[config.mk]
export PLATFORM = sky130hd
export DESIGN_NAME = five_servo_jog_and_slew_controller
export DESIGN_NICKNAME = d
export VERILOG_FILES = /design/src/rtl/core/fsjsc_pkg.sv /design/src/rtl/core/five_servo_jog_and_slew_controller.sv
export SDC_FILE = /design/constraint.sdc
export NUM_CORES = 1
export LEC_CHECK = 0
export BUFFER_PORTS_ARGS = -buffer_cell sky130_fd_sc_hd__buf_4
export CAP_MARGIN = 20
export CORE_UTILIZATION = 47
export DETAILED_ROUTE_END_ITERATION = 8
export PLACE_DENSITY = 0.67
export SYNTH_ARGS = -nofsm -noshare
export SYNTH_HDL_FRONTEND = slang
export SYNTH_SLANG_ARGS = --single-unit
[constraint.sdc]
create_clock -name clk -period 4.5 [get_ports clk]
set_input_delay 0.225 -clock clk [delete_from_list [all_inputs] [get_ports clk]]
set_output_delay 0.225 -clock clk [all_outputs]
set_load 0.03 [all_outputs]
[src/rtl/core/fsjsc_pkg.sv]
// Shared types, codes and reset values for the five-servo jog and slew controller.
// No dependencies; imported by the controller top level.
package fsjsc_pkg;

	localparam int NUM_SERVOS = 5;
	localparam int ANGLE_W    = 8;
	localparam int STEP_W     = 5;
	localparam int CMD_W      = 4;
	localparam int IDX_W      = 3;
	localparam int TGT_W      = 10;
	localparam int CLAMP_W    = 11;
	localparam int IDLE_W     = 8;
	localparam int CFG_ADDR_W = 3;
	localparam int CFG_DATA_W = 8;

	typedef logic [ANGLE_W-1:0]    angle_t;
	typedef logic [STEP_W-1:0]     step_t;
	typedef logic [CMD_W-1:0]      cmd_t;
	typedef logic [NUM_SERVOS-1:0] servo_mask_t;

	typedef enum logic [1:0] {
		OP_TICK       = 2'd0,
		OP_JOG        = 2'd1,
		OP_SET_TARGET = 2'd2,
		OP_RAW        = 2'd3
	} opcode_t;

	localparam cmd_t CMD_STOP      = 4'd0;
	localparam cmd_t CMD_UP        = 4'd1;
	localparam cmd_t CMD_DOWN      = 4'd2;
	localparam cmd_t CMD_CLOSE     = 4'd3;
	localparam cmd_t CMD_OPEN      = 4'd4;
	localparam cmd_t CMD_WRIST_CCW = 4'd5;
	localparam cmd_t CMD_TILT_UP   = 4'd6;
	localparam cmd_t CMD_TILT_DOWN = 4'd7;
	localparam cmd_t CMD_WRIST_CW  = 4'd8;
	localparam cmd_t CMD_OTHER     = 4'd9;

	localparam int SERVO_CLAW  = 0;
	localparam int SERVO_WRIST = 1;
	localparam int SERVO_TILT  = 2;
	localparam int SERVO_ARM_A = 3;
	localparam int SERVO_ARM_B = 4;

	localparam servo_mask_t MASK_CLAW  = 5'b00001;
	localparam servo_mask_t MASK_WRIST = 5'b00010;
	localparam servo_mask_t MASK_TILT  = 5'b00100;
	localparam servo_mask_t MASK_ARM   = 5'b11000;

	localparam logic [CFG_ADDR_W-1:0] CFG_MANUAL_STEP  = 3'd0;
	localparam logic [CFG_ADDR_W-1:0] CFG_SLEW_STEP    = 3'd1;
	localparam logic [CFG_ADDR_W-1:0] CFG_ANGLE_MIN    = 3'd2;
	localparam logic [CFG_ADDR_W-1:0] CFG_ANGLE_MAX    = 3'd3;
	localparam logic [CFG_ADDR_W-1:0] CFG_IDLE_TIMEOUT = 3'd4;

	localparam step_t             RST_MANUAL_STEP  = 5'd2;
	localparam step_t             RST_SLEW_STEP    = 5'd3;
	localparam angle_t            RST_ANGLE_MIN    = 8'd0;
	localparam angle_t            RST_ANGLE_MAX    = 8'd180;
	localparam logic [IDLE_W-1:0] RST_IDLE_TIMEOUT = 8'd40;
	localparam angle_t            RST_ANGLE        = 8'd90;

	// below the lower limit wins over above the upper one
	function automatic angle_t clamp_angle(input logic signed [CLAMP_W-1:0] v,
	                                       input angle_t lo, input angle_t hi);
		angle_t r;
		if (v < $signed({3'b000, lo})) begin
			r = lo;
		end else if (v > $signed({3'b000, hi})) begin
			r = hi;
		end else begin
			r = v[ANGLE_W-1:0];
		end
		return r;
	endfunction

endpackage

[src/rtl/core/five_servo_jog_and_slew_controller.sv]
// Five-servo jog and slew controller: input register, state update, result word.
// Depends on fsjsc_pkg for codes, widths, reset values and the clamp function.
//
// channel  | handshake              | payload
// ---------+------------------------+------------------------------------------------
// in       | in_valid / in_ready    | opcode, command_code, servo_index, target_angle
// out      | out_valid / out_ready  | angle_*, moving_mask, in_position_mode,
//          |                        | current_command
// cfg      | cfg_we                 | cfg_addr, cfg_wdata
//
// one word per cycle sustained while out_ready is high; each word is taken into the
// input register, then updates the servo state, which is also the result word.
// arst_n puts all servos at 90, targets at 90, manual mode, stop, config defaults.
// a result waiting on out_ready holds the input register; in_ready stays high
// whenever the input register is empty or moves forward in the same cycle.
module five_servo_jog_and_slew_controller
	import fsjsc_pkg::*;
(
	input  logic                     clk,
	input  logic                     arst_n,
	input  logic                     cfg_we,
	input  logic [CFG_ADDR_W-1:0]    cfg_addr,
	input  logic [CFG_DATA_W-1:0]    cfg_wdata,
	input  logic                     in_valid,
	output logic                     in_ready,
	input  logic [1:0]               opcode,
	input  logic [CMD_W-1:0]         command_code,
	input  logic [IDX_W-1:0]         servo_index,
	input  logic signed [TGT_W-1:0]  target_angle,
	output logic                     out_valid,
	input  logic                     out_ready,
	output logic [ANGLE_W-1:0]       angle_claw,
	output logic [ANGLE_W-1:0]       angle_wrist,
	output logic [ANGLE_W-1:0]       angle_tilt,
	output logic [ANGLE_W-1:0]       angle_arm_a,
	output logic [ANGLE_W-1:0]       angle_arm_b,
	output logic [NUM_SERVOS-1:0]    moving_mask,
	output logic                     in_position_mode,
	output logic [CMD_W-1:0]         current_command
);

	// configuration
	step_t             manual_step_q;
	step_t             slew_step_q;
	angle_t            angle_min_q;
	angle_t            angle_max_q;
	logic [IDLE_W-1:0] idle_timeout_q;

	// input register
	logic                     valid_s1;
	opcode_t                  op_s1;
	cmd_t                     code_s1;
	logic [IDX_W-1:0]         idx_s1;
	logic signed [TGT_W-1:0]  tgt_s1;

	// servo state, which doubles as the result word
	angle_t            angle_q  [NUM_SERVOS];
	angle_t            target_q [NUM_SERVOS];
	servo_mask_t       moving_q;
	logic              mode_q;
	cmd_t              cmd_q;
	logic [IDLE_W-1:0] idle_q;
	logic              out_valid_q;

	angle_t            angle_n  [NUM_SERVOS];
	angle_t            target_n [NUM_SERVOS];
	servo_mask_t       moving_n;
	logic              mode_n;
	cmd_t              cmd_n;
	logic [IDLE_W-1:0] idle_n;
	logic [IDLE_W-1:0] idle_inc;

	logic              advance;
	servo_mask_t       jog_up;
	servo_mask_t       jog_dn;
	servo_mask_t       slew_busy;
	angle_t            man_angle  [NUM_SERVOS];
	angle_t            slew_angle [NUM_SERVOS];
	angle_t            tgt_clamped;

	assign advance  = valid_s1 && (!out_valid_q || out_ready);
	assign in_ready = !valid_s1 || advance;

	always_ff @(posedge clk or negedge arst_n) begin
		if (!arst_n) begin
			manual_step_q  <= RST_MANUAL_STEP;
			slew_step_q    <= RST_SLEW_STEP;
			angle_min_q    <= RST_ANGLE_MIN;
			angle_max_q    <= RST_ANGLE_MAX;
			idle_timeout_q <= RST_IDLE_TIMEOUT;
		end else if (cfg_we) begin
			case (cfg_addr)
				CFG_MANUAL_STEP:  manual_step_q  <= cfg_wdata[STEP_W-1:0];
				CFG_SLEW_STEP:    slew_step_q    <= cfg_wdata[STEP_W-1:0];
				CFG_ANGLE_MIN:    angle_min_q    <= cfg_wdata[ANGLE_W-1:0];
				CFG_ANGLE_MAX:    angle_max_q    <= cfg_wdata[ANGLE_W-1:0];
				CFG_IDLE_TIMEOUT: idle_timeout_q <= cfg_wdata[IDLE_W-1:0];
				default: ;
			endcase
		end
	end

	always_ff @(posedge clk or negedge arst_n) begin
		if (!arst_n) begin
			valid_s1 <= 1'b0;
		end else if (in_ready) begin
			valid_s1 <= in_valid;
		end
	end

	always_ff @(posedge clk) begin
		if (in_valid && in_ready) begin
			op_s1   <= opcode_t'(opcode);
			code_s1 <= command_code;
			idx_s1  <= servo_index;
			tgt_s1  <= target_angle;
		end
	end

	// which servos the active jog command drives, and in which direction
	always_comb begin
		jog_up = '0;
		jog_dn = '0;
		case (cmd_q)
			CMD_UP: begin
				jog_up[SERVO_ARM_A] = 1'b1;
				jog_dn[SERVO_ARM_B] = 1'b1;
			end
			CMD_DOWN: begin
				jog_dn[SERVO_ARM_A] = 1'b1;
				jog_up[SERVO_ARM_B] = 1'b1;
			end
			CMD_CLOSE:     jog_up[SERVO_CLAW]  = 1'b1;
			CMD_OPEN:      jog_dn[SERVO_CLAW]  = 1'b1;
			CMD_WRIST_CCW: jog_dn[SERVO_WRIST] = 1'b1;
			CMD_WRIST_CW:  jog_up[SERVO_WRIST] = 1'b1;
			CMD_TILT_UP:   jog_up[SERVO_TILT]  = 1'b1;
			CMD_TILT_DOWN: jog_dn[SERVO_TILT]  = 1'b1;
			default: ;
		endcase
	end

	// one add-and-clamp unit per servo
	for (genvar g = 0; g < NUM_SERVOS; g++) begin : g_servo
		logic [ANGLE_W:0]          up_sum;
		logic [ANGLE_W:0]          dn_lim;
		logic signed [CLAMP_W-1:0] man_up;
		logic signed [CLAMP_W-1:0] man_dn;

		assign up_sum = {1'b0, angle_q[g]} + {4'b0000, slew_step_q};
		assign dn_lim = {1'b0, target_q[g]} + {4'b0000, slew_step_q};
		assign man_up = $signed({3'b000, angle_q[g]}) + $signed({6'b000000, manual_step_q});
		assign man_dn = $signed({3'b000, angle_q[g]}) - $signed({6'b000000, manual_step_q});
		assign slew_busy[g] = angle_q[g] != target_q[g];
		assign man_angle[g] = jog_up[g] ? clamp_angle(man_up, angle_min_q, angle_max_q)
		                                : clamp_angle(man_dn, angle_min_q, angle_max_q);

		always_comb begin
			if (angle_q[g] < target_q[g]) begin
				slew_angle[g] = (up_sum > {1'b0, target_q[g]}) ? target_q[g]
				                                                : up_sum[ANGLE_W-1:0];
			end else if ({1'b0, angle_q[g]} >= dn_lim) begin
				slew_angle[g] = angle_q[g] - {3'b000, slew_step_q};
			end else begin
				slew_angle[g] = target_q[g];
			end
		end
	end

	assign tgt_clamped = clamp_angle({tgt_s1[TGT_W-1], tgt_s1}, angle_min_q, angle_max_q);
	assign idle_inc    = (idle_q == {IDLE_W{1'b1}}) ? idle_q : idle_q + 1'b1;

	always_comb begin
		angle_n  = angle_q;
		target_n = target_q;
		moving_n = moving_q;
		mode_n   = mode_q;
		cmd_n    = cmd_q;
		idle_n   = '0;
		case (op_s1)
			OP_TICK: begin
				if (mode_q) begin
					for (int i = 0; i < NUM_SERVOS; i++) begin
						if (moving_q[i]) begin
							if (slew_busy[i]) begin
								angle_n[i] = slew_angle[i];
							end else begin
								moving_n[i] = 1'b0;
							end
						end
					end
					if ((moving_q & slew_busy) == '0) begin
						mode_n = 1'b0;
					end
				end else begin
					for (int i = 0; i < NUM_SERVOS; i++) begin
						if (moving_q[i] && (jog_up[i] || jog_dn[i])) begin
							angle_n[i] = man_angle[i];
						end
					end
				end
				idle_n = idle_inc;
				// idle timeout stops an active command
				if (idle_inc >= idle_timeout_q && cmd_q != CMD_STOP) begin
					cmd_n    = CMD_STOP;
					moving_n = '0;
				end
			end
			OP_JOG: begin
				if (code_s1 <= CMD_WRIST_CW) begin
					cmd_n  = code_s1;
					mode_n = 1'b0;
					case (code_s1)
						CMD_STOP:                  moving_n = '0;
						CMD_UP, CMD_DOWN:          moving_n = moving_q | MASK_ARM;
						CMD_CLOSE, CMD_OPEN:       moving_n = moving_q | MASK_CLAW;
						CMD_WRIST_CCW, CMD_WRIST_CW: moving_n = moving_q | MASK_WRIST;
						default:                   moving_n = moving_q | MASK_TILT;
					endcase
				end
			end
			OP_SET_TARGET: begin
				mode_n = 1'b1;
				cmd_n  = CMD_STOP;
				for (int i = 0; i < NUM_SERVOS; i++) begin
					if (idx_s1 == IDX_W'(i)) begin
						target_n[i] = tgt_clamped;
						moving_n[i] = 1'b1;
					end
				end
			end
			OP_RAW: begin
				cmd_n  = (code_s1 > CMD_OTHER) ? CMD_OTHER : code_s1;
				mode_n = 1'b0;
			end
			default: ;
		endcase
	end

	always_ff @(posedge clk or negedge arst_n) begin
		if (!arst_n) begin
			for (int i = 0; i < NUM_SERVOS; i++) begin
				angle_q[i]  <= RST_ANGLE;
				target_q[i] <= RST_ANGLE;
			end
			moving_q    <= '0;
			mode_q      <= 1'b0;
			cmd_q       <= CMD_STOP;
			idle_q      <= '0;
			out_valid_q <= 1'b0;
		end else begin
			if (advance) begin
				angle_q     <= angle_n;
				target_q    <= target_n;
				moving_q    <= moving_n;
				mode_q      <= mode_n;
				cmd_q       <= cmd_n;
				idle_q      <= idle_n;
				out_valid_q <= 1'b1;
			end else if (out_ready) begin
				out_valid_q <= 1'b0;
			end
		end
	end

	assign out_valid        = out_valid_q;
	assign angle_claw       = angle_q[SERVO_CLAW];
	assign angle_wrist      = angle_q[SERVO_WRIST];
	assign angle_tilt       = angle_q[SERVO_TILT];
	assign angle_arm_a      = angle_q[SERVO_ARM_A];
	assign angle_arm_b      = angle_q[SERVO_ARM_B];
	assign moving_mask      = moving_q;
	assign in_position_mode = mode_q;
	assign current_command  = cmd_q;

`ifndef NO_ASSERTIONS
	// the input side never stalls behind an empty result slot
	a_ready_when_empty: assert property (@(posedge clk) disable iff (!arst_n)
		!out_valid_q |-> in_ready)
		else $error("in_ready low with empty result slot");

	// stored command is always a legal code
	a_cmd_legal: assert property (@(posedge clk) disable iff (!arst_n)
		cmd_q <= CMD_OTHER)
		else $error("illegal command code stored");

	// a set-target word enters position mode with the command stopped
	a_set_target: assert property (@(posedge clk) disable iff (!arst_n)
		advance && op_s1 == OP_SET_TARGET |=> mode_q && cmd_q == CMD_STOP)
		else $error("set target did not enter position mode");

	// a position tick with nothing moving falls back to manual
	a_drop_manual: assert property (@(posedge clk) disable iff (!arst_n)
		advance && op_s1 == OP_TICK && mode_q && moving_q == '0 |=> !mode_q)
		else $error("position mode kept with no servo moving");
`endif

endmodule

After elaboration in Yosys (flattened, before gate mapping)
Cells that the tools add are included.

word-level totals
  output and inout port bits = 52
  register bits = 153
  input bits = 35

operators by class
  bitwise gates (word level) = 1
  $add $sub $neg = 26
  reduce and logical (&&, ||, !) cells = 54
  equal/unequal tests = 55
  mux-type cells = 98
  order comparisons = 40

operators with widths
  kind                                                             number
  8-bit two-way mux                                                59
  8-bit by 5-bit adder with 9-bit output                           15
  9-bit by 8-bit > comparator with 1-bit output                    10
  8-bit by 9-bit greater-or-equal comparator with 1-bit output     5
  9-bit > comparator                                               5
  9-bit by 8-bit < comparator with 1-bit output                    5
  9-bit < comparator                                               5
  8-bit by 5-bit subtractor with 9-bit output                      5
  8-bit < comparator                                               5
  40-bit two-way mux                                               1
  8-bit != test                                                    5
  8-bit AND reduction                                              5
  8-bit by 5-bit subtractor with 8-bit output                      5
  2-bit != test, second input constant                             15
  1-bit two-way mux                                                28
  5-bit AND reduction                                              5
  4-bit by 3-bit == test with 1-bit output, second input constant  6
  5-bit case mux with 4 select lines                               1
  3-bit AND reduction                                              6
  4-bit by 2-bit == test with 1-bit output, second input constant  4
  4-bit case mux with 4 select lines                               1
  5-bit two-way mux                                                3
  5-bit case mux with 3 select lines                               1
  3-bit by 2-bit == test with 1-bit output, second input constant  4
  30 further kinds                                                 70

Logic depth before layout (Yosys ltp)
Gate-level depths: netlist of the first run.

  word-level depth = 7
  depth in mapped cells = 19
  depth with buffers taken out = 18

Worst setup path before layout of the first run
OpenSTA, ideal clock, no wires.

  path kind = reg-to-reg
  start = reg slew_step_q[1]
  end = reg angle_q (netlist bit angle_arm_b[7])
  arrival = 4.060 ns
  cell stages (with the launch flop) = 16
  clock period less this slack = 4.197 ns
  path slack = 0.303 ns
  path through = dfstp_2 > inv_1 > ha_1 > nor2b_1 > o21bai_1 > a21oi_1 > mux2i_1 > o2111ai_1 > ha_1 > a2111oi_0 > o21ai_0 > o221ai_1 > nand4_1 > mux2_2 > a221oi_1 > a21oi_1

between the ends
  cells in the longest elaborated chain, start to end = 7
  elaborated cells on any way between the ends = 11
  those cells by class = add/sub (3); order compare (2); mux (6)

ends and longest elaborated chain
  what                                                                                                                                  line                                                                                  RTL
  start, declared                                                                                                                       five_servo_jog_and_slew_controller.sv:44                                              step_t slew_step_q;
  start signal, assigned                                                                                                                five_servo_jog_and_slew_controller.sv:94                                              CFG_SLEW_STEP: slew_step_q <= cfg_wdata[STEP_W-1:0];
  8-bit by 5-bit adder with 9-bit output, on equally long branches                                                                      five_servo_jog_and_slew_controller.sv:151, five_servo_jog_and_slew_controller.sv:150
  8-bit by 9-bit greater-or-equal comparator with 1-bit output / 9-bit by 8-bit > comparator with 1-bit output (equally long branches)  five_servo_jog_and_slew_controller.sv:162, five_servo_jog_and_slew_controller.sv:160
  8-bit two-way mux, on equally long branches                                                                                           five_servo_jog_and_slew_controller.sv:162, five_servo_jog_and_slew_controller.sv:160
  8-bit two-way mux (*)                                                                                                                 five_servo_jog_and_slew_controller.sv:159                                             if (angle_q[g] < target_q[g]) begin
  8-bit two-way mux (*)                                                                                                                 five_servo_jog_and_slew_controller.sv:185                                             if (slew_busy[i]) begin
  8-bit two-way mux (*)                                                                                                                 five_servo_jog_and_slew_controller.sv:184                                             if (moving_q[i]) begin
  40-bit two-way mux (*)                                                                                                                five_servo_jog_and_slew_controller.sv:182                                             if (mode_q) begin
  end signal, assigned                                                                                                                  five_servo_jog_and_slew_controller.sv:253                                             angle_q <= angle_n;
  end, declared                                                                                                                         five_servo_jog_and_slew_controller.sv:57                                              angle_t angle_q [NUM_SERVOS];

Every way passes the cells marked *; elsewhere a longest branch is shown, timed or not. The select of a mux whose other input is x is not followed.
A chain may end at the register's enable or synchronous reset.

Worst setup path after layout of the first run
  start = reg manual_step_q[0]
  end = reg angle_q (netlist bit angle_arm_a[5])

between the ends
  cells in the longest elaborated chain, start to end = 7
  elaborated cells on any way between the ends = 13
  those cells by class = add/sub (2); order compare (4); mux (7)

ends and longest elaborated chain
  what                                                                                                          line                                                                                  RTL
  start, declared                                                                                               five_servo_jog_and_slew_controller.sv:43                                              step_t manual_step_q;
  start signal, assigned                                                                                        five_servo_jog_and_slew_controller.sv:93                                              CFG_MANUAL_STEP: manual_step_q <= cfg_wdata[STEP_W-1:0];
  8-bit by 5-bit subtractor with 9-bit output / 8-bit by 5-bit adder with 9-bit output (equally long branches)  five_servo_jog_and_slew_controller.sv:153, five_servo_jog_and_slew_controller.sv:152
  9-bit > comparator / 9-bit by 8-bit > comparator with 1-bit output (equally long branches)                    fsjsc_pkg.sv:69                                                                       end else if (v > $signed({3'b000, hi})) begin
  8-bit two-way mux                                                                                             fsjsc_pkg.sv:69
  8-bit two-way mux                                                                                             fsjsc_pkg.sv:67                                                                       if (v < $signed({3'b000, lo})) begin
  8-bit two-way mux (*)                                                                                         five_servo_jog_and_slew_controller.sv:155                                             assign man_angle[g] = jog_up[g] ? clamp_angle(man_up, angle_min_q, angle_max_q)
  8-bit two-way mux (*)                                                                                         five_servo_jog_and_slew_controller.sv:197                                             if (moving_q[i] && (jog_up[i] || jog_dn[i])) begin
  40-bit two-way mux (*)                                                                                        five_servo_jog_and_slew_controller.sv:182

Marks and branches as above.

==> results of run 1 <==
## worst reg2reg max path, cell delays in order, from the launching register on
cell      delay, ps
dfrtp_2         530
buf_4           210
ha_1            210
fa_1            410
nand2b_1        130
a221oi_1        100
o21ai_0         220
xor2_1          320
inv_1           140
ha_1            340
a21oi_1         140
o21ai_0         140
a221oi_2        420
o21ai_4         170
or3b_2          500
a21oi_1         140
o31a_1          160
## stage by stage
step / cells / setup TNS (ps)
floorplan: 2657 / 0
global placement: 3370 / 0
detailed placement: 3370 / -32.9
CTS: 3431 / 0
global route: 3436 / -32.2
finish: 3436 / 0
## placed cells by master, fill, tap and decap left out, types with 43 or more instances in the layout
master and instances:
ha_1 423, nand2_1 243, buf_4 200, o21ai_0 188, a21oi_1 180, inv_1 163, nor2_1 145, xnor2_1 94
mux2i_1 87, dfrtp_1 83, nor2b_1 49, dfstp_2 49, nand3_1 48, nand4_1 43, nor3_1 43
## routing by layer
metal  routed length [um]  up-vias  GRT usage
met5                   10        -          0
met4                 4310        2      0.170
met1                36100    10600      0.454
met2                37900      911      0.558
li1                     -    10200          -
met3                 6280      202     0.0668
## layout make-up
type,count,area (sq um)
multi-input combinational,2245,17300
fill,4382,21500
timing repair buffer,234,1870
sequential,153,3990
inverter,165,627
clock buffer,19,443
clock inverter,13,150
tap,607,759
## synth_stat cells (30+ instances only)
cell type and count:
a211oi_1 39, a21o_1 36, a21oi_1 182, clkbuf_1 56, dfrtp_1 85, dfstp_2 49, ha_1 423, inv_1 165
mux2_2 40, mux2i_1 88, nand2_1 243, nand2b_1 40, nand3_1 48, nand4_1 43, nor2_1 145, nor2b_1 49
nor3_1 44, o211ai_1 32, o21a_1 30, o21ai_0 191, xnor2_1 94
## repair_timing
item,CTS,global route
hold endpoints to repair,80,0
hold buffers,29,0
pin swaps,0,2
buffers inserted,0,5
gates resized for setup,1,18
setup endpoints to repair,1,34
## sequential cells by signal, summed over array words and instances, names as in the netlist, 3 cells and up
register,flops
idx_s1,3
angle_arm_b,8
angle_claw,8
idle_timeout_q,8
idle_q,8
angle_wrist,8
angle_max_q,8
target_q,40
slew_step_q,5
angle_min_q,8
manual_step_q,5
tgt_s1,10
moving_mask,5
current_command,4
code_s1,4
angle_tilt,8
angle_arm_a,8
## kinds of logic after synthesis
| kind of cell | after synthesis |
|---|---|
| DFF | 153 |
| AOI/OAI and AO/OA | 798 |
| buffers and inverters | 259 |
| xor gates and xnor gates | 120 |
| and+or+nand+nor | 749 |
| muxes | 130 |
| adders and majority gates | 448 |
## worst max-delay path by stage
stage,from,to,cells after the start
final,manual_step_q[0]$_DFFE_PN0P_,angle_arm_a[5]$_DFFE_PN0P_,16
after global routing,slew_step_q[2]$_DFFE_PN0P_,angle_arm_b[5]$_DFFE_PN0P_,16
after CTS,slew_step_q[0]$_DFFE_PN1P_,angle_claw[6]$_DFFE_PN1P_,17
after detailed placement,slew_step_q[0]$_DFFE_PN1P_,angle_claw[6]$_DFFE_PN1P_,17
after global placement,slew_step_q[0]$_DFFE_PN1P_,angle_claw[6]$_DFFE_PN1P_,17
after floorplan,slew_step_q[1]$_DFFE_PN1P_,angle_arm_b[7]$_DFFE_PN0P_,15
==> flow_summary_export.csv, run 1 <==
group,metric,value,unit
min_path,hold_class,"in2reg",
layout,drive_gt1_frac,0.136,
synth,async_reset_ff_frac,0.876,
timing,fin_ws,159,ps
timing,setup_viol,0,
synth,synth_top_family_by_area,"adder cells",
synth,synth_top_area_frac,0.238,
drt,route.detailed.drc,6,
layout,area_delta_synth_final,12.9,%
outcome,outcome,"finished with violations",
synth,ys.flop_type,"dfrtp_1",
drt,firstDrtPassIters,8,
min_path,min_to,"angle_max_q[0]$_DFFE_PN0P_",
drt,wl_per_cell,24.6,um
global_routing,grtUsageTotal,0.351,
place,post-place-ws,-32.9,ps
worst_setup_path,reg2reg_to,"angle_arm_a[5]$_DFFE_PN0P_",
synth,yosys-top-cells-area,"ha_1 (24%), dfrtp_1 (9.6%), dfstp_2 (5.8%), o21ai_0 (4.3%), nand2_1 (4.1%)",
place,hpwl,63900,um
drt,ant_nets,0,
layout,finalNetCount,3299,
place,io_buffers,86,
outcome,violations,"DRC",
worst_setup_path,worstPathArrival,4770,ps
global_routing,antenna_found_initial,4,
floorplanning,core_area,46700,sq um
place,placed_cell_area,24100,sq um
synth,syn_avg_cell_area,8.37,sq um
global_routing,grt_pass1_vias,20800,
layout,n_antenna_cell,0,
drt,viasPerCell,6.37,
clocking,numCtsBuffers,17,
timing,period_needed,4340,ps
synth,synth_edf_count,19,
timing,holdWs,51.8,ps
worst_setup_path,path_delay_family,"compound AO/OA/AOI/OAI gates",
floorplanning,num_rows,79,
synth,seq_area_frac_synth,0.179,
drt,totalWireLength,84500,um
timing,relSlewSlack,0.267,
synth,syn-num-nets,3140,
timing,worst_slew_pin_slew,1080,ps
worst_setup_path,r2r_slack,160,ps
clocking,htreeDepth,4,
layout,finish.instance_area,25100,sq um
clocking,cts_buffer_depth,2,
timing,fmax,0.230,GHz
timing,finalHoldViolations,0,
floorplanning,num_io_pins,87,
worst_setup_path,cp.required,4930,ps
synth,syn_inst,2657,
floorplanning,die_y,220,um
worst_setup_path,path_buf_inv,2,
clocking,clock-sinks,153,
min_path,worstHoldStart,"cfg_wdata[0]",
clocking,clk_pin_slew,80,ps
global_routing,grt_max_degree,69,
synth,synth_adder_area_share,0.260,
timing,fin_crit_sh,0.965,
floorplanning,dieArea,48200,sq um
clocking,cts_tree,"done",
global_routing,grt_pass1_wl,126000,um
worst_setup_path,cp_cell_sequence,"buf_4, ha_1, fa_1, nand2b_1, a221oi_1, o21ai_0, xor2_1, inv_1, ha_1, a21oi_1, o21ai_0, a221oi_2, o21ai_4, or3b_2, a21oi_1, o31a_1",
min_path,whs_path_depth,2,
synth,synthMuxAreaShare,0.0609,
worst_setup_path,slowest_delay,530,ps
clocking,clock_latency,510,ps
worst_setup_path,critical_path_class,"reg2reg",
synth,yosys.area_share.xor_xnor,0.0473,
floorplanning,start_util,0.477,
clocking,root_buffer,"clkbuf_16",
drt,vias,21900,
worst_setup_path,reg2reg_depth,16,
floorplanning,dieWidth,220,um
synth,synth_cell_types,103,
layout,final_util,0.538,
place,globalplace.congestion,0.993,
worst_setup_path,slowest_stage,"dfrtp_2",
worst_setup_path,worstReg2RegStart,"manual_step_q[0]$_DFFE_PN0P_",
drt,drtIter0Drc,2240,
synth,synth-simple-area-share,0.168,
flow_run,drv_cap,0,
global_routing,grt-ovfl-total,0,
synth,syn_area,22200,sq um
timing,maxSlewViolCount,0,
timing,fin_skew,20.0,ps
synth,synth_seq_cells,153,
worst_setup_path,path_max_fanout,10,
synth,synth_compound_area_frac,0.237,
synth,yosys.area.top_type,"ha_1",
synth,yosys_warnings,0,
worst_setup_path,endpoint_kind,"flip-flop",
worst_setup_path,start_kind,"flip-flop",
Power of run 1 is left out: the tool's default activity adds up to more than one toggle a clock period on the data nets, which glitch-free logic cannot reach.
==> inputs of run 2 (changes only) <==
--- a/config.mk
+++ b/config.mk
@@ -5,10 +5,12 @@
 export SDC_FILE = /design/constraint.sdc
 export NUM_CORES = 1
 export LEC_CHECK = 0
+export ABC_AREA = 1
 export BUFFER_PORTS_ARGS = -buffer_cell sky130_fd_sc_hd__buf_4
 export CAP_MARGIN = 20
 export CORE_UTILIZATION = 47
 export DETAILED_ROUTE_END_ITERATION = 8
+export HOLD_SLACK_MARGIN = 0.12
 export PLACE_DENSITY = 0.67
 export SYNTH_ARGS = -nofsm -noshare
 export SYNTH_HDL_FRONTEND = slang
==> run 2 against run 1 <==
The run now ends clean. Clock-buffer cell count is 1 lower. Worst hold slack better by 150 ps. Non-clock buffer count is 69 lower. Register-to-register slack better by 290 ps. Synthesized area is 5.7% higher. Cell count is 27% higher. Sequential share of layout area is 0.45 points lower. Routed wire length is 2.0% lower.
==> flow_summary_export.csv, run 2 <==
group,metric,value,unit
outcome,outcome,"completed",
layout,drive_gt1_frac,0.0817,
place,dp_cells,4280,
power,power_leakage,14.1,nW
synth,ys.flop_type,"dfrtp_1",
flow_run,drv_cap,0,
layout,stdcell_count,4351,
worst_setup_path,worstReg2RegStart,"manual_step_q[2]$_DFFE_PN0P_",
synth,syn_avg_cell_area,6.60,sq um
worst_setup_path,reg2reg_to,"angle_arm_a[2]$_DFFE_PN0P_",
worst_setup_path,slowest_stage,"dfrtp_1",
layout,top_register,"target_q",
floorplanning,dieArea,50900,sq um
layout,largest_reg_flops,40,
timing,period_needed,4050,ps
worst_setup_path,start_kind,"flip-flop",
drt,route.detailed.drc,0,
drt,firstDrtPassIters,6,
worst_setup_path,critical_path_class,"reg2reg",
timing,relSlewSlack,0.337,
worst_setup_path,worstSetupStartpoint,"manual_step_q[2]$_DFFE_PN0P_",
drt,top_layer_used,"met5",
synth,synth_seq_cells,153,
drt,wl_met1,35500,um
floorplanning,dieWidth,226,um
worst_setup_path,path_common_cell,"nand2_1",
global_routing,grt_pass1_wl,127000,um
synth,syn_inst,3564,
layout,finalNetCount,4152,
synth,synth_cell_types,55,
layout,reg_top3,"target_q x40, tgt_s1 x10",
timing,setup_viol,0,
clocking,post_cts_resized,0,
clocking,clock_latency,510,ps
worst_setup_path,path_delay_family,"simple AND/OR/NAND/NOR gates",
synth,syn-num-nets,4047,
clocking,cts_setup_buffers,0,
global_routing,grtUsageTotal,0.330,
place,placed_cell_area,24900,sq um
global_routing,grt_max_degree,57,
clocking,cts_buffer_depth,2,
place,hpwl,61300,um
layout,mostFrequentLayoutCells,"nand2_1 (1081), inv_1 (441), ha_1 (423), nand3_1 (364), a21oi_1 (246)",
drt,ant_nets,0,
timing,finalSetupTns,0,ps
clocking,clock-sinks,153,
clocking,numCtsBuffers,17,
timing,fmax,0.247,GHz
power,power_density,710,nW/um^2
clocking,cts_tree,"done",
synth,yosys-top-cells-area,"ha_1 (23%), nand2_1 (17%), dfrtp_1 (9.0%), nand3_1 (7.7%), inv_1 (7.1%)",
timing,rsz0062_at_grt,"no",
floorplanning,core_area,49200,sq um
worst_setup_path,worstPathArrival,4440,ps
floorplanning,start_util,0.478,
worst_setup_path,slowest_delay,570,ps
power,vdd_drop_max,0.340,mV
layout,finish.instance_area,25800,sq um
floorplanning,num_io_pins,87,
min_path,hold_class,"in2async",
place,io_buffers,86,
worst_setup_path,reg2reg_depth,24,
power,finalPower,18.3,mW
synth,synth.most_common_cell,"nand2_1",
synth,syn_area,23500,sq um
clocking,root_buffer,"clkbuf_16",
drt,met2_length,35100,um
worst_setup_path,path_buf_inv,3,
drt,totalWireLength,82900,um
drt,dr_wl_met3,7580,um
global_routing,antenna_found_initial,6,
layout,multi_input_comb_area,17400,sq um
worst_setup_path,cp_cell_sequence,"inv_1, ha_1, a21o_1, a31o_2, xor2_1, inv_1, ha_1, nand2_1, nor2_1, nand2_1, nand3_1, nand2_1, nand2_1, nand2_1, nand2_1, nand2_1, inv_1, nand2_1, nand3_1, nand3_1, nand2_1, nand2_1, nand2_1, nand2_1",
layout,seq_area,3990,sq um
worst_setup_path,endpoint_kind,"flip-flop",
timing,worst_slew_pin_slew,992,ps
clocking,htreeDepth,4,
worst_setup_path,crit_end,"angle_arm_a[2]$_DFFE_PN0P_",
global_routing,grt-ovfl-total,0,
worst_setup_path,r2r_slack,450,ps
worst_setup_path,path_max_fanout,11,
synth,synthTopCellsByCount,"nand2_1 (1081), inv_1 (442), ha_1 (423), nand3_1 (364), a21oi_1 (246)",
synth,synth_edf_count,19,
worst_setup_path,cp.required,4890,ps
global_routing,grt_pass1_vias,22200,
synth,yosys.area.top_type,"ha_1",
timing,finalHoldViolations,0,
synth,synth_top_area_frac,0.225,
layout,final_common_cell,"nand2_1",
drt,drtIter0Drc,2706,
synth,async_reset_ff_frac,0.876,
timing,fin_crit_sh,0.901,
floorplanning,die_y,226,um
place,globalplace.congestion,0.994,
timing,fin_skew,21.4,ps
floorplanning,num_rows,81,
synth,seq_area_frac_synth,0.169,
layout,area_delta_synth_final,9.88,%
clocking,clk_pin_slew,80,ps
timing,maxSlewViolCount,0,
drt,wl_per_cell,19.0,um
layout,final.fill_count,4995,
timing,holdWs,205,ps
drt,vias,24400,
worst_setup_path,crit_cells,24,
synth,yosys_warnings,0,
drt,viasPerCell,5.61,
-- run 2: worst min path at each step --
stage	to	slack, ps	depth (start not counted)
6_report	in_position_mode$_DFFE_PN0P_	200	2
5_1_grt	in_position_mode$_DFFE_PN0P_	240	2
4_1_cts	in_position_mode$_DFFE_PN0P_	190	2
3_5_place_dp	valid_s1$_DFFE_PN0N_	180	1
3_3_place_gp	moving_mask[1]$_DFFE_PN0P_	170	1
2_1_floorplan	angle_arm_a[0]$_DFFE_PN0P_	-70	0
-- run 2: through the flow --
step / setup slack [ps] / util
6_report: 446 / 0.526
5_1_grt: 108 / 0.525
4_1_cts: 505 / 0.525
3_5_place_dp: 532 / 0.507
3_3_place_gp: 617 / 0.507
2_1_floorplan: 1020 / -
-- run 2: layout make-up --
cell class / count / share of cell area
inverters: 467 / 0.0678
well taps: 664 / 0.0322
clock buffers: 18 / 0.0166
clock inverters: 14 / 0.00600
repair buffers: 165 / 0.0512
diodes: 5 / 0.000484
multi-input cells: 2865 / 0.671
flip-flops and latches: 153 / 0.154
-- run 2: cell families after synthesis --
kind of cell / after synthesis / synth area share
AOI/OAI and AO/OA: 554 / 0.129
xor gates and xnor gates: 124 / 0.0462
adders and majority gates: 448 / 0.246
buffers and inverters: 546 / 0.0927
DFF: 153 / 0.169
and+or+nand+nor: 1739 / 0.316
-- run 2: timing repair --
| item | 4_1_cts | 5_1_grt |
|---|---|---|
| hold endpoints to repair | 94 | 0 |
| hold buffers | 32 | 0 |
| endpoints found under the setup margin | 0 | 0 |
-- run 2: report_power, final --
part,internal (mW),switching (mW),total (mW)
Clock,0.785,0.731,1.52
Sequential,1.78,0.729,2.51
Combinational,4.90,9.43,14.3
-- run 2: per-layer routing --
metal / vias up / GRT usage
met4: 4 / 0.187
met1: 11100 / 0.427
met2: 1063 / 0.507
li1: 12000 / -
met3: 239 / 0.0718
met5: - / 0
Note: power is estimated with default switching activity, not from simulation.
